===== src/uets_pkg.sv =====
// ----------------------------------------------------------------------------
// uets_pkg
// Shared types, constants and codes of the endpoint transfer sequencer.
// ----------------------------------------------------------------------------
package uets_pkg;

   localparam int NUM_ENDPOINTS = 8;
   localparam int BUFFER_BYTES  = 64;
   localparam int EP_W          = 3;
   localparam int LIM_W         = 7;

   typedef enum logic [3:0] {
      OP_SUBMIT     = 4'd0,
      OP_OUT        = 4'd1,
      OP_IN         = 4'd2,
      OP_SETUP      = 4'd3,
      OP_RESET      = 4'd4,
      OP_SUSPEND    = 4'd5,
      OP_SETADDR    = 4'd6,
      OP_STATUSDONE = 4'd7,
      OP_STALL      = 4'd8,
      OP_UNSTALL    = 4'd9,
      OP_CLOSEALL   = 4'd10,
      OP_OPEN       = 4'd11
   } opcode_type;

   localparam logic [1:0] RESP_ACK   = 2'd0;
   localparam logic [1:0] RESP_NAK   = 2'd1;
   localparam logic [1:0] RESP_TOUT  = 2'd2;
   localparam logic [1:0] RESP_STALL = 2'd3;

   localparam logic [2:0] EV_NONE    = 3'd0;
   localparam logic [2:0] EV_XFER    = 3'd1;
   localparam logic [2:0] EV_SETUP   = 3'd2;
   localparam logic [2:0] EV_BUSRST  = 3'd3;
   localparam logic [2:0] EV_SUSPEND = 3'd4;
   localparam logic [2:0] EV_RESUME  = 3'd5;

   typedef struct packed {
      logic [3:0]  opcode;
      logic [2:0]  endpoint;
      logic        direction;
      logic [15:0] xfer_bytes;
      logic [7:0]  rx_length;
      logic        toggle_ok;
      logic        low_speed;
      logic        suspended;
      logic [6:0]  address;
      logic        request_is_set_address;
      logic [9:0]  max_packet;
      logic        is_iso;
   } req_type;

   typedef struct packed {
      logic [2:0]  event_res;
      logic [2:0]  event_endpoint;
      logic        event_direction;
      logic [15:0] event_length;
      logic        speed_is_low;
      logic [6:0]  tx_length;
      logic [1:0]  tx_response;
      logic [1:0]  rx_response;
      logic        tx_toggle;
      logic        rx_toggle;
      logic [6:0]  device_address;
   } rsp_type;

   typedef enum logic [2:0] {
      ST_IDLE,
      ST_EXEC,
      ST_SWEEP,
      ST_BUILD,
      ST_RESP
   } state_type;

   typedef struct packed {
      logic load;
      logic exec;
      logic sweep;
      logic [EP_W-1:0] sweep_idx;
      logic build;
   } cmd_type;

   typedef struct packed {
      logic needs_sweep;
   } sts_type;

endpackage


===== src/uets_if.sv =====
// ----------------------------------------------------------------------------
// uets_req_if / uets_rsp_if
// Valid/ready channels carrying request and response words.
// ----------------------------------------------------------------------------
interface uets_req_if import uets_pkg::*; ();
   logic    valid;
   logic    ready;
   req_type data;
   modport source (output valid, output data, input ready);
   modport sink   (input valid, input data, output ready);
endinterface

interface uets_rsp_if import uets_pkg::*; ();
   logic    valid;
   logic    ready;
   rsp_type data;
   modport source (output valid, output data, input ready);
   modport sink   (input valid, input data, output ready);
endinterface


===== src/uets_ctrl.sv =====
// ----------------------------------------------------------------------------
// uets_ctrl
// Sequencing state machine: load, execute, sweep, build, respond.
// ----------------------------------------------------------------------------
module uets_ctrl import uets_pkg::*; (
   input  logic    clock,
   input  logic    reset,
   input  logic    in_valid,
   output logic    in_ready,
   output logic    out_valid,
   input  logic    out_ready,
   input  sts_type sts,
   output cmd_type cmd
);

   state_type       state_ff, state_in;
   logic [EP_W-1:0] idx_ff, idx_in;

   always_comb begin
      state_in = state_ff;
      idx_in   = idx_ff;
      case (state_ff)
         ST_IDLE: begin
            if (in_valid) state_in = ST_EXEC;
         end
         ST_EXEC: begin
            idx_in = '0;
            state_in = sts.needs_sweep ? ST_SWEEP : ST_BUILD;
         end
         ST_SWEEP: begin
            idx_in = idx_ff + 1'b1;
            if (idx_ff == EP_W'(NUM_ENDPOINTS - 1)) state_in = ST_BUILD;
         end
         ST_BUILD: begin
            state_in = ST_RESP;
         end
         ST_RESP: begin
            if (out_ready) state_in = ST_IDLE;
         end
         default: state_in = ST_IDLE;
      endcase
   end

   always_comb begin
      in_ready      = (state_ff == ST_IDLE);
      out_valid     = (state_ff == ST_RESP);
      cmd.load      = (state_ff == ST_IDLE) && in_valid;
      cmd.exec      = (state_ff == ST_EXEC);
      cmd.sweep     = (state_ff == ST_SWEEP);
      cmd.sweep_idx = idx_ff;
      cmd.build     = (state_ff == ST_BUILD);
   end

   always_ff @(posedge clock) begin
      if (reset) begin
         state_ff <= ST_IDLE;
         idx_ff   <= '0;
      end else begin
         state_ff <= state_in;
         idx_ff   <= idx_in;
      end
   end

`ifndef SYNTHESIS
   a_one_phase: assert property (@(posedge clock) disable iff (reset)
      !(in_ready && out_valid)) else $error("ready and valid together");
   a_exec_once: assert property (@(posedge clock) disable iff (reset)
      cmd.exec |=> !cmd.exec) else $error("exec repeated");
   a_load_exec: assert property (@(posedge clock) disable iff (reset)
      cmd.load |=> cmd.exec) else $error("load not followed by exec");
`endif

endmodule


===== src/uets_dp.sv =====
// ----------------------------------------------------------------------------
// uets_dp
// Endpoint state registers and event datapath.
// ----------------------------------------------------------------------------
module uets_dp import uets_pkg::*; (
   input  logic    clock,
   input  logic    reset,
   input  req_type req,
   input  cmd_type cmd,
   output sts_type sts,
   output rsp_type rsp
);

   localparam int N = NUM_ENDPOINTS;

   logic [1:0]       act_ff [N];
   logic [15:0]      rem_ff [N][2];
   logic [15:0]      done_ff[N][2];
   logic [LIM_W-1:0] lim_ff [N][2];
   logic [1:0]       iso_ff [N];
   logic [1:0]       txr_ff [N];
   logic [1:0]       rxr_ff [N];
   logic [N-1:0]     txt_ff, rxt_ff;
   logic [6:0]       arm_ff [N];
   logic             nt_ff, stale_ff, dq_ff;
   logic [6:0]       daddr_ff, baddr_ff;
   req_type          r_ff;
   logic [2:0]       ev_ff;
   logic [2:0]       eve_ff;
   logic             evd_ff;
   logic [15:0]      evl_ff;
   logic             low_ff;
   rsp_type          rsp_ff;

   logic [EP_W-1:0]  ep;
   logic             dir, ok, sw_op;
   assign ep    = r_ff.endpoint;
   assign dir   = r_ff.direction;
   assign ok    = (32'(ep) < N);
   assign sw_op = (r_ff.opcode == OP_RESET) || (r_ff.opcode == OP_CLOSEALL);
   assign sts.needs_sweep = sw_op;
   assign rsp = rsp_ff;

   // IN packet sizing for the addressed endpoint (ep 0 for set address)
   logic [EP_W-1:0] iep;
   logic [15:0]     irem, ilen16;
   logic [6:0]      ilen;
   assign iep    = (r_ff.opcode == OP_SETADDR) ? '0 : ep;
   assign irem   = (r_ff.opcode == OP_SUBMIT || r_ff.opcode == OP_SETADDR)
                   ? ((r_ff.opcode == OP_SETADDR) ? 16'd0 : r_ff.xfer_bytes)
                   : rem_ff[iep][1];
   assign ilen16 = (irem < 16'(lim_ff[iep][1])) ? irem : 16'(lim_ff[iep][1]);
   assign ilen   = ilen16[6:0];

   logic [15:0] orem, olen;
   logic [6:0]  olim;
   assign olim = lim_ff[ep][0];
   always_comb begin
      orem = rem_ff[ep][0];
      olen = (orem < 16'(olim)) ? orem : 16'(olim);
      if (16'(r_ff.rx_length) < olen) olen = 16'(r_ff.rx_length);
   end

   logic [9:0] mpc;
   assign mpc = (r_ff.max_packet > 10'(BUFFER_BYTES)) ? 10'(BUFFER_BYTES) : r_ff.max_packet;

   logic [EP_W-1:0] view;
   logic            vok;
   always_comb begin
      view = (r_ff.opcode == OP_SETUP || r_ff.opcode == OP_SETADDR) ? '0 : ep;
      vok  = (32'(view) < N);
   end

   always_ff @(posedge clock) begin
      if (cmd.load) r_ff <= req;
      if (reset) begin
         for (int i = 0; i < N; i++) begin
            act_ff[i] <= '0; iso_ff[i] <= '0; arm_ff[i] <= '0;
            txr_ff[i] <= RESP_NAK;
            rxr_ff[i] <= (i == 0) ? RESP_ACK : RESP_NAK;
            for (int d = 0; d < 2; d++) begin
               rem_ff[i][d]  <= '0;
               done_ff[i][d] <= '0;
               lim_ff[i][d]  <= (i == 0) ? LIM_W'(BUFFER_BYTES) : '0;
            end
         end
         txt_ff <= '0; rxt_ff <= '0;
         nt_ff <= 1'b1; stale_ff <= 1'b0; dq_ff <= 1'b0;
         daddr_ff <= '0; baddr_ff <= '0;
      end else if (cmd.load) begin
         ev_ff <= EV_NONE; eve_ff <= '0; evd_ff <= 1'b0; evl_ff <= '0; low_ff <= 1'b0;
      end else if (cmd.exec) begin
         case (r_ff.opcode)
            OP_SUBMIT, OP_SETADDR: begin
               if (r_ff.opcode == OP_SETADDR) daddr_ff <= r_ff.address;
               if (ok || r_ff.opcode == OP_SETADDR) begin
                  if (iep == '0) dq_ff <= 1'b0;
                  if (iep == '0 && stale_ff) begin
                     stale_ff <= 1'b0;
                  end else begin
                     if (r_ff.opcode == OP_SUBMIT && !dir) begin
                        act_ff[ep][0]  <= 1'b1;
                        rem_ff[ep][0]  <= r_ff.xfer_bytes;
                        done_ff[ep][0] <= '0;
                        rxr_ff[ep] <= iso_ff[ep][0] ? RESP_TOUT : RESP_ACK;
                     end else begin
                        act_ff[iep][1]  <= 1'b1;
                        rem_ff[iep][1]  <= irem - ilen16;
                        done_ff[iep][1] <= ilen16;
                        arm_ff[iep]     <= ilen;
                        if (iep == '0) begin
                           txr_ff[0] <= RESP_ACK; txt_ff[0] <= nt_ff; nt_ff <= ~nt_ff;
                        end else begin
                           txr_ff[iep] <= iso_ff[iep][1] ? RESP_TOUT : RESP_ACK;
                        end
                     end
                  end
               end
            end
            OP_OUT: begin
               if (ok && (ep == '0 || r_ff.toggle_ok)) begin
                  rxt_ff[ep] <= ~rxt_ff[ep];
                  if (act_ff[ep][0]) begin
                     rem_ff[ep][0]  <= orem - olen;
                     done_ff[ep][0] <= done_ff[ep][0] + olen;
                     if (orem == olen || olen < 16'(olim)) begin
                        act_ff[ep][0] <= 1'b0; rxr_ff[ep] <= RESP_NAK;
                        if (ep == '0) dq_ff <= 1'b1;
                        ev_ff <= EV_XFER; eve_ff <= ep; evd_ff <= 1'b0;
                        evl_ff <= done_ff[ep][0] + olen;
                     end else if (ep == '0) rxr_ff[0] <= RESP_ACK;
                  end
               end
            end
            OP_IN: begin
               if (ok) begin
                  if (ep == '0 && daddr_ff != '0) begin
                     baddr_ff <= daddr_ff; daddr_ff <= '0;
                  end
                  if (ep != '0) txt_ff[ep] <= ~txt_ff[ep];
                  if (act_ff[ep][1]) begin
                     if (irem == '0) begin
                        act_ff[ep][1] <= 1'b0; txr_ff[ep] <= RESP_NAK;
                        if (ep == '0) dq_ff <= 1'b1;
                        ev_ff <= EV_XFER; eve_ff <= ep; evd_ff <= 1'b1;
                        evl_ff <= done_ff[ep][1];
                     end else begin
                        rem_ff[ep][1]  <= irem - ilen16;
                        done_ff[ep][1] <= done_ff[ep][1] + ilen16;
                        arm_ff[ep]     <= ilen;
                        if (ep == '0) begin
                           txr_ff[0] <= RESP_ACK; txt_ff[0] <= nt_ff; nt_ff <= ~nt_ff;
                        end else begin
                           txr_ff[ep] <= iso_ff[ep][1] ? RESP_TOUT : RESP_ACK;
                        end
                     end
                  end
               end
            end
            OP_SETUP: begin
               txt_ff[0] <= 1'b1; rxt_ff[0] <= 1'b1;
               txr_ff[0] <= RESP_NAK; rxr_ff[0] <= RESP_NAK;
               nt_ff <= 1'b1; daddr_ff <= '0;
               stale_ff <= dq_ff; dq_ff <= 1'b0;
               act_ff[0] <= '0;
               ev_ff <= EV_SETUP;
            end
            OP_RESET: begin
               nt_ff <= 1'b1; stale_ff <= 1'b0; dq_ff <= 1'b0;
               daddr_ff <= '0; baddr_ff <= '0;
               lim_ff[0][0] <= LIM_W'(BUFFER_BYTES);
               lim_ff[0][1] <= LIM_W'(BUFFER_BYTES);
               ev_ff <= EV_BUSRST; low_ff <= r_ff.low_speed;
            end
            OP_SUSPEND: ev_ff <= r_ff.suspended ? EV_SUSPEND : EV_RESUME;
            OP_STATUSDONE: begin
               if (r_ff.request_is_set_address) baddr_ff <= r_ff.address;
               dq_ff <= 1'b0;
               if (stale_ff) stale_ff <= 1'b0;
               else begin
                  txr_ff[0] <= RESP_NAK; rxr_ff[0] <= RESP_ACK;
               end
            end
            OP_STALL: begin
               if (ok) begin
                  if (ep == '0) begin
                     txr_ff[0] <= RESP_STALL; rxr_ff[0] <= RESP_STALL;
                     txt_ff[0] <= 1'b1; rxt_ff[0] <= 1'b1;
                  end else if (dir) txr_ff[ep] <= RESP_STALL;
                  else rxr_ff[ep] <= RESP_STALL;
               end
            end
            OP_UNSTALL: begin
               if (ok) begin
                  if (ep == '0) begin
                     if (!dir) rxr_ff[0] <= RESP_ACK;
                  end else if (dir) begin
                     txr_ff[ep] <= RESP_NAK; txt_ff[ep] <= 1'b0;
                  end else begin
                     rxr_ff[ep] <= RESP_ACK; rxt_ff[ep] <= 1'b0;
                  end
               end
            end
            OP_OPEN: begin
               if (ok) begin
                  iso_ff[ep][dir] <= r_ff.is_iso;
                  lim_ff[ep][dir] <= mpc[LIM_W-1:0];
                  if (ep != '0) begin
                     if (dir) begin
                        txt_ff[ep] <= 1'b0; arm_ff[ep] <= '0; txr_ff[ep] <= RESP_NAK;
                     end else begin
                        rxt_ff[ep] <= 1'b0;
                        rxr_ff[ep] <= r_ff.is_iso ? RESP_TOUT : RESP_NAK;
                     end
                  end
               end
            end
            default: ;
         endcase
      end else if (cmd.sweep) begin
         if (r_ff.opcode == OP_RESET) begin
            act_ff[cmd.sweep_idx] <= '0;
            txr_ff[cmd.sweep_idx] <= RESP_NAK;
            rxr_ff[cmd.sweep_idx] <= (cmd.sweep_idx == '0) ? RESP_ACK : RESP_NAK;
            txt_ff[cmd.sweep_idx] <= 1'b0; rxt_ff[cmd.sweep_idx] <= 1'b0;
            arm_ff[cmd.sweep_idx] <= '0;
         end else if (cmd.sweep_idx != '0) begin
            act_ff[cmd.sweep_idx] <= '0; iso_ff[cmd.sweep_idx] <= '0;
            txr_ff[cmd.sweep_idx] <= RESP_NAK; rxr_ff[cmd.sweep_idx] <= RESP_NAK;
            txt_ff[cmd.sweep_idx] <= 1'b0; rxt_ff[cmd.sweep_idx] <= 1'b0;
         end
      end
   end

   always_ff @(posedge clock) begin
      if (cmd.build) begin
         rsp_ff.event_res       <= ev_ff;
         rsp_ff.event_endpoint  <= eve_ff;
         rsp_ff.event_direction <= evd_ff;
         rsp_ff.event_length    <= evl_ff;
         rsp_ff.speed_is_low    <= low_ff;
         rsp_ff.device_address  <= baddr_ff;
         rsp_ff.tx_length       <= vok ? arm_ff[view] : '0;
         rsp_ff.tx_response     <= vok ? txr_ff[view] : '0;
         rsp_ff.rx_response     <= vok ? rxr_ff[view] : '0;
         rsp_ff.tx_toggle       <= vok ? txt_ff[view] : 1'b0;
         rsp_ff.rx_toggle       <= vok ? rxt_ff[view] : 1'b0;
      end
   end

endmodule


===== src/usb_endpoint_transfer_sequencer_core.sv =====
// ----------------------------------------------------------------------------
// usb_endpoint_transfer_sequencer_core
// Per-endpoint USB transfer length, handshake and toggle sequencer.
// ----------------------------------------------------------------------------
// channel  dir  ports          word
// req      in   req_if (sink)  opcode, endpoint, lengths, flags
// rsp      out  rsp_if (src)   event, endpoint view, address
//
// One word at a time: accept, execute, build, then respond; a new word is
// taken only after the response leaves. Bus reset and close all walk the 8
// endpoint entries between execute and build. Synchronous reset clears the
// controller and endpoint state. Response waits in its register while rsp
// ready is low; req ready stays low until it leaves.
module usb_endpoint_transfer_sequencer_core import uets_pkg::*; (
   input logic         clock,
   input logic         reset,
   uets_req_if.sink    req_if,
   uets_rsp_if.source  rsp_if
);

   cmd_type cmd;
   sts_type sts;

   uets_ctrl u_ctrl (
      .clock     (clock),
      .reset     (reset),
      .in_valid  (req_if.valid),
      .in_ready  (req_if.ready),
      .out_valid (rsp_if.valid),
      .out_ready (rsp_if.ready),
      .sts       (sts),
      .cmd       (cmd)
   );

   uets_dp u_dp (
      .clock (clock),
      .reset (reset),
      .req   (req_if.data),
      .cmd   (cmd),
      .sts   (sts),
      .rsp   (rsp_if.data)
   );

endmodule


===== src/flat_wrapper.sv =====
// flat-port wrapper written by rule: the top's interface ports become plain ports
module usb_endpoint_transfer_sequencer_core_flat import uets_pkg::*;
  (clock, reset, req_if_valid, req_if_data, req_if_ready, rsp_if_valid, rsp_if_data, rsp_if_ready);
  uets_req_if req_if_i ();
  uets_rsp_if rsp_if_i ();
  input logic clock;
  input logic reset;
  input wire logic [$bits(req_if_i.valid)-1:0] req_if_valid;
  input wire logic [$bits(req_if_i.data)-1:0] req_if_data;
  output wire logic [$bits(req_if_i.ready)-1:0] req_if_ready;
  output wire logic [$bits(rsp_if_i.valid)-1:0] rsp_if_valid;
  output wire logic [$bits(rsp_if_i.data)-1:0] rsp_if_data;
  input wire logic [$bits(rsp_if_i.ready)-1:0] rsp_if_ready;
  assign req_if_i.valid = req_if_valid;
  assign req_if_i.data = req_if_data;
  assign req_if_ready = req_if_i.ready;
  assign rsp_if_valid = rsp_if_i.valid;
  assign rsp_if_data = rsp_if_i.data;
  assign rsp_if_i.ready = rsp_if_ready;
  usb_endpoint_transfer_sequencer_core u_core (.clock(clock), .reset(reset), .req_if(req_if_i), .rsp_if(rsp_if_i));
endmodule

===== config.mk =====
export PLATFORM = sky130hd
export DESIGN_NAME = usb_endpoint_transfer_sequencer_core_flat
export DESIGN_NICKNAME = d
export VERILOG_FILES = /design/src/uets_pkg.sv /design/src/uets_if.sv /design/src/uets_ctrl.sv /design/src/uets_dp.sv /design/src/usb_endpoint_transfer_sequencer_core.sv /design/src/flat_wrapper.sv
export SDC_FILE = /design/constraint.sdc
export NUM_CORES = 2
export LEC_CHECK = 0
export ABC_AREA = 1
export BUFFER_PORTS_ARGS = -buffer_cell sky130_fd_sc_hd__clkbuf_2
export CAP_MARGIN = 25
export CORE_MARGIN = 3
export CORE_UTILIZATION = 60
export DETAILED_ROUTE_END_ITERATION = 6
export MAX_ROUTING_LAYER = met4
export PLACE_DENSITY_LB_ADDON = 0.08
export SLEW_MARGIN = 10
export SYNTH_ARGS = -nofsm -noshare
export SYNTH_HDL_FRONTEND = slang
export SYNTH_SLANG_ARGS = --single-unit
export TNS_END_PERCENT = 1

===== constraint.sdc =====
create_clock -name clock -period 19 [get_ports clock]
set_clock_uncertainty 0.1 [all_clocks]
set_input_delay 3.8 -clock clock [delete_from_list [all_inputs] [get_ports clock]]
set_output_delay 3.8 -clock clock [all_outputs]
set_load 0.1 [all_outputs]

## Word level (Yosys, flattened, before mapping)

Memories as Yosys holds them, arrays and structs flattened. A register that Yosys moved wholly into a read port is not among the register bits.
Index checks and enable logic that the tools add are counted.

- Reductions and logical operators: 68
- Bitwise logic cells: 40
- Mux-type cells: 371
- Equal/unequal tests: 51
- $lt $le $gt $ge: 14
- Add/sub/neg operators: 5

Operators with widths:

| kind | number |
|---|---|
| $mux 1 | 212 |
| $mux 16 | 13 |
| $mux 32 | 4 |
| $mux 8 | 16 |
| $reduce_or 32->1 | 4 |
| $mux 3 | 40 |
| $mux 2 | 46 |
| $mux 7 | 12 |
| $pmux 7 s3 | 4 |
| $lt 16x7->1 | 3 |
| $mux 14 | 3 |
| $add 16x16->16 | 2 |
| $and 8x8->8 | 4 |
| $ne 2x2->1 const B | 16 |
| $pmux 16 s2 | 1 |
| $sub 16x16->16 | 2 |
| $pmux 3 s5 | 2 |
| $or 1x1->1 | 28 |
| $reduce_or 2->1 | 13 |
| $ne 3x3->1 const B | 8 |
| $reduce_and 8->1 | 3 |
| $reduce_bool 3->1 | 7 |
| $reduce_or 7->1 | 3 |
| $reduce_and 9->1 | 2 |
| 53 further kinds | 101 |

- Flip-flop bits (word level): 150
- Output and inout bits: 46
- Bits of input ports: 58
- Memories: 8
- RAM bits: 744
- Word-level logic and storage cells: 593

Memory list:

| name | words | bits a word | rd ports | clocked after memory_dff | write ports | RTL line | source |
|---|---|---|---|---|---|---|---|
| u_core.u_dp.done_ff | 8 | 32 | 1 | 1 | 8 | uets_dp.sv:18 | `logic [15:0] done_ff[N][2];` |
| u_core.u_dp.rem_ff | 8 | 32 | 2 | 1 | 8 | uets_dp.sv:17 | `logic [15:0] rem_ff [N][2];` |
| u_core.u_dp.lim_ff | 8 | 14 | 2 | 1 | 8 | uets_dp.sv:19 | `logic [LIM_W-1:0] lim_ff [N][2];` |
| u_core.u_dp.arm_ff | 8 | 7 | 1 | 1 | 8 | uets_dp.sv:24 | `logic [6:0] arm_ff [N];` |
| u_core.u_dp.act_ff | 8 | 2 | 1 | 1 | 8 | uets_dp.sv:16 | `logic [1:0] act_ff [N];` |
| u_core.u_dp.iso_ff | 8 | 2 | 2 | 1 | 8 | uets_dp.sv:20 | `logic [1:0] iso_ff [N];` |
| 2 more memories | n/a | n/a | n/a | n/a | n/a | n/a |  |

## Longest topological paths before layout

- Depth after elaboration: 21
- Mapped depth: 51
- Mapped depth without buffers: 46

## Cells and area by module

From an unflattened synthesis, not the netlist that was laid out.

- Cells, all modules: 4519
- Area, all modules: 43864.6 µm²

Modules (own cells, without submodules):

| module | seq. area each (µm²) | cells an instance | area an instance (µm²) | times used |
|---|---|---|---|---|
| uets_dp | 26725.6 | 4475 | 43545.5 | 1 |
| uets_ctrl | 120.1 | 44 | 319.1 | 1 |

## Worst setup path after synthesis

No wires, ideal clock.

- Path type: input-to-reg
- From: input port req_if_valid
- To: memory u_core.u_dp.done_ff[0][16] (netlist bit), enable pin
- Required time: 18422 ps
- Library setup time: 478 ps
- Stages: 10
- Path slack: 9925 ps
- Path buffers: 1
- Arrival time: 8497 ps
- Cells stage by stage: inv_1 nor2_1 inv_1 nand2_1 inv_1 nand3_1 nand2_1 nand2_1 clkbuf_1 nand2_1

RTL lines:

| item | RTL line | source |
|---|---|---|
| start, declared | flat_wrapper.sv:8 | `input wire logic [$bits(req_if_i.valid)-1:0] req_if_valid;` |
| end, declared | uets_dp.sv:18 |  |

==> summary.txt <==
Global route
  • Antenna violations before repair: 1
  • GRT Residual Overflow: 0
  • Largest net degree at the start of global routing: 95
  • Number of global-route vias before repair: roughly 33k
  • First-pass GRT wire length: about 200,000 um
  • Total track usage: 34.6%

Layout
  • Fraction of layout cells with a size suffix above 1: 8.50%
  • Ant diodes: 0
  • Final nets: 4,772
  • Layout Utilization: 67.3%
  • Area growth syn-to-layout: 10.2%

STA
  • # setup viols final: 0
  • Fin. Hold Viols: 0
  • Max-slew violations: 0
  • Worst slew margin: 25.6%
  • Fin crit period: 9.39 ns
  • Fmax: around 110 MHz
  • Final worst setup slack: slightly below 10 ns
  • Post-route clock period utilization: 49.4%
  • Slew @ Worst Pin: about 1.1 ns
  • Post-route setup TNS: 0 ns
  • Hold Slack: 0.320 ns
  • Unrepaired setup endpoints after global routing: no

Setup path
  • CP arrival: 9.67 ns
  • Worst path max stage delay: ~0.87 ns
  • Crit end category: flip-flop
  • CP Launch Type: flip-flop
  • R2r setup slk: 9.61 ns
  • Reg2reg path depth: 43
  • Slowest CP cell: buf_4
  • Worst path most repeated cell: nand2_1
  • Crit path max fanout: 88
  • Crit Path Class: reg -> reg
  • CP required: between 15 and 20 ns
  • R2r endpoint: u_core.u_dp.rem_ff[0][31]

Synthesis
  • Mapped cell area: 44,000 um^2
  • Asr flop ratio synth: 0%
  • Leading area contributor after synthesis: edfxtp_1
  • Synth top area cells: edfxtp_1 (59%), nor2_1 (9.8%), nand2_1 (6.6%), o21ai_0 (3.7%), inv_1 (2.5%)
  • Synth Warn #: 0
  • Most common cell in the netlist: nor2_1
  • Register bit total from synthesis: slightly above 900
  • Syn Inst Count: between 4k and 5k
  • Post-synth top flop: edfxtp_1
  • Share of the synthesized area in the top cell type: between 50% and 60%
  • EDFF count, synth: 866
  • Top cells by count, synth: nor2_1 (1,151), edfxtp_1 (866), nand2_1 (777)
  • Register area share after synthesis: 61.1%
  • Mean Syn Cell Area: 9.60 um^2
  • Synth unique cells: 67

Route
  • Routed wl met3: 13,600 um
  • WL met2: 59,700 um
  • Top sig layer: met4
  • Vias: 34.3k
  • Antenna viol nets, final: 0
  • Met1 Routed Length: 52,200 um
  • WL final: ~130,000 um
  • DR iter-0 viols: between 4k and 5k
  • Residual DRC count: 0
  • DR WL/cell: between 20 and 25 um
  • Pre-antenna DRT Iters: 6
  • Vias/cell: 6.07

CTS
  • Later-pin clock latency in the skew report: roughly 0.67 ns
  • Clk sinks: 908
  • Setup bufs post-CTS: 0
  • CTS tree: built
  • H-Tree Level Count: 3
  • Root buf cell: clkbuf_16
  • TritonCTS Buffers: 94
  • PostCTS Resize Cnt: 0
  • Clock Pin Slew Worst Setup and Hold Paths: 0.06 ns
  • # hold bufs at CTS: 0
  • Max clock buf depth: 3

Place
  • PortBufs: 103
  • GPL Wtd Cong: between 0.9 and 1
  • Place WS: between 9 and 10 ns
  • DP HPWL: approximately 81,000 um

Floorplan
  • Starting Density: slightly above 60%
  • Die area: ~77,000 um^2
  • Core area: 72,000 um^2
  • I/O pins: 104
  • Die X: 277 um
  • FP Rows: 98
  • Die height: 277 um

Hold path
  • Hold Crit Start: u_core.u_dp.evl_ff[8]
  • Hold Path End: u_core.u_dp.rsp[29]
  • Hold Path Stages: 0
  • Min-delay worst type: reg -> reg

Power
  • P per Cell Area: 152 nW/um^2
  • Peak VDD IR: approximately 0.13 mV
  • Leakage power: approximately 19 nW
  • Total Power: 7.36 mW

Run status
  • Status: complete, no violations

Job
  • Max Cap Viol: 0
metrics by stage:
stage | area (um^2) | cells
finish | 48400 | 5655
global route | 48400 | 5655
CTS | 48400 | 5651
detailed placement | 45400 | 5480
global placement | 45300 | 5474
floorplan | 44000 | 4600
state kept, by name, summed over array words and instances (netlist names), 8 cells and up, named ones only:
register,count
u_core.u_dp.done_ff,256
u_core.u_dp.rem_ff,256
u_core.u_dp.lim_ff,112
u_core.u_dp.arm_ff,56
u_core.u_dp.r_ff,50
u_core.u_dp.rsp,44
u_core.u_dp.act_ff,16
u_core.u_dp.evl_ff,16
u_core.u_dp.iso_ff,16
u_core.u_dp.rxr_ff,16
u_core.u_dp.txr_ff,16
u_core.u_dp.rxt_ff,8
u_core.u_dp.txt_ff,8
report_power, final:
part	internal (mW)	switching (mW)	leakage [nW]
registers	2.36	0.103	9.10
logic	0.846	2.25	8.31
clock network	1.02	0.776	1.44
placed cells by master (no fill, tap or decap), drive strengths merged, types with 47 or more instances in the layout:
master  synthesis  final
clkbuf        197    235
nand2         784    784
o221ai         47     47
buf            52     78
a21oi         164    164
nand3         174    174
ha             80     80
inv           300    303
o21ai         350    350
nor2         1157   1157
o22ai          61     61
edfxtp        866    866
kinds of logic after synthesis:
kind of cell / Yosys count / share of synthesized area (%)
flip-flops: 908 / 61.1
other: 2 / 0.0171
adder cells (fa/ha/maj): 84 / 2.46
buffers and inverters: 556 / 4.99
XOR/XNOR: 43 / 0.857
AND/OR/NAND/NOR: 2197 / 19.9
multiplexers: 1 / 0.0228
AO/OA/AOI/OAI: 788 / 10.7
final cells by class:
class                      instances  area (um^2)
sequential                       908        26900
clock buffer                     130         2550
timing repair buffer             183         1200
multi-input combinational       3136        15100
clock inverter                    41          410
inverter                         307         1160
tap                              950         1190
fill                            5618        23500
critical path: cells and delay by family, from the launching register on:
| family | cells | cell delay [ns] |
|---|---|---|
| flip-flops | 1 | 0.68 |
| buffers and inverters | 3 | 1.70 |
| XOR/XNOR | 1 | 0.13 |
| adder cells (fa/ha/maj) | 3 | 0.93 |
| AND/OR/NAND/NOR | 21 | 2.16 |
| AO/OA/AOI/OAI | 15 | 3.30 |
how the worst max path moves through the flow:
stage | from | end | slack (ns)
floorplan | req_if_valid | u_core.u_dp.done_ff[0][16] | 9.93
global placement | flip-flop | u_core.u_dp.rem_ff[0][31] | 9.85
detailed placement | flip-flop | u_core.u_dp.rem_ff[0][31] | 9.82
CTS | flip-flop | u_core.u_dp.rem_ff[0][31] | 9.80
global route | flip-flop | u_core.u_dp.rem_ff[7][31] | 8.62
finish | flip-flop | u_core.u_dp.rem_ff[0][31] | 9.61
layer usage:
layer / global-route usage (%) / vias to the layer above
met5: - / -
met4: 13.5 / 0
li1: - / 15800
met3: 4.90 / 297
met2: 52.6 / 1911
met1: 47.8 / 16300
Power figures use the tool's default switching activity.
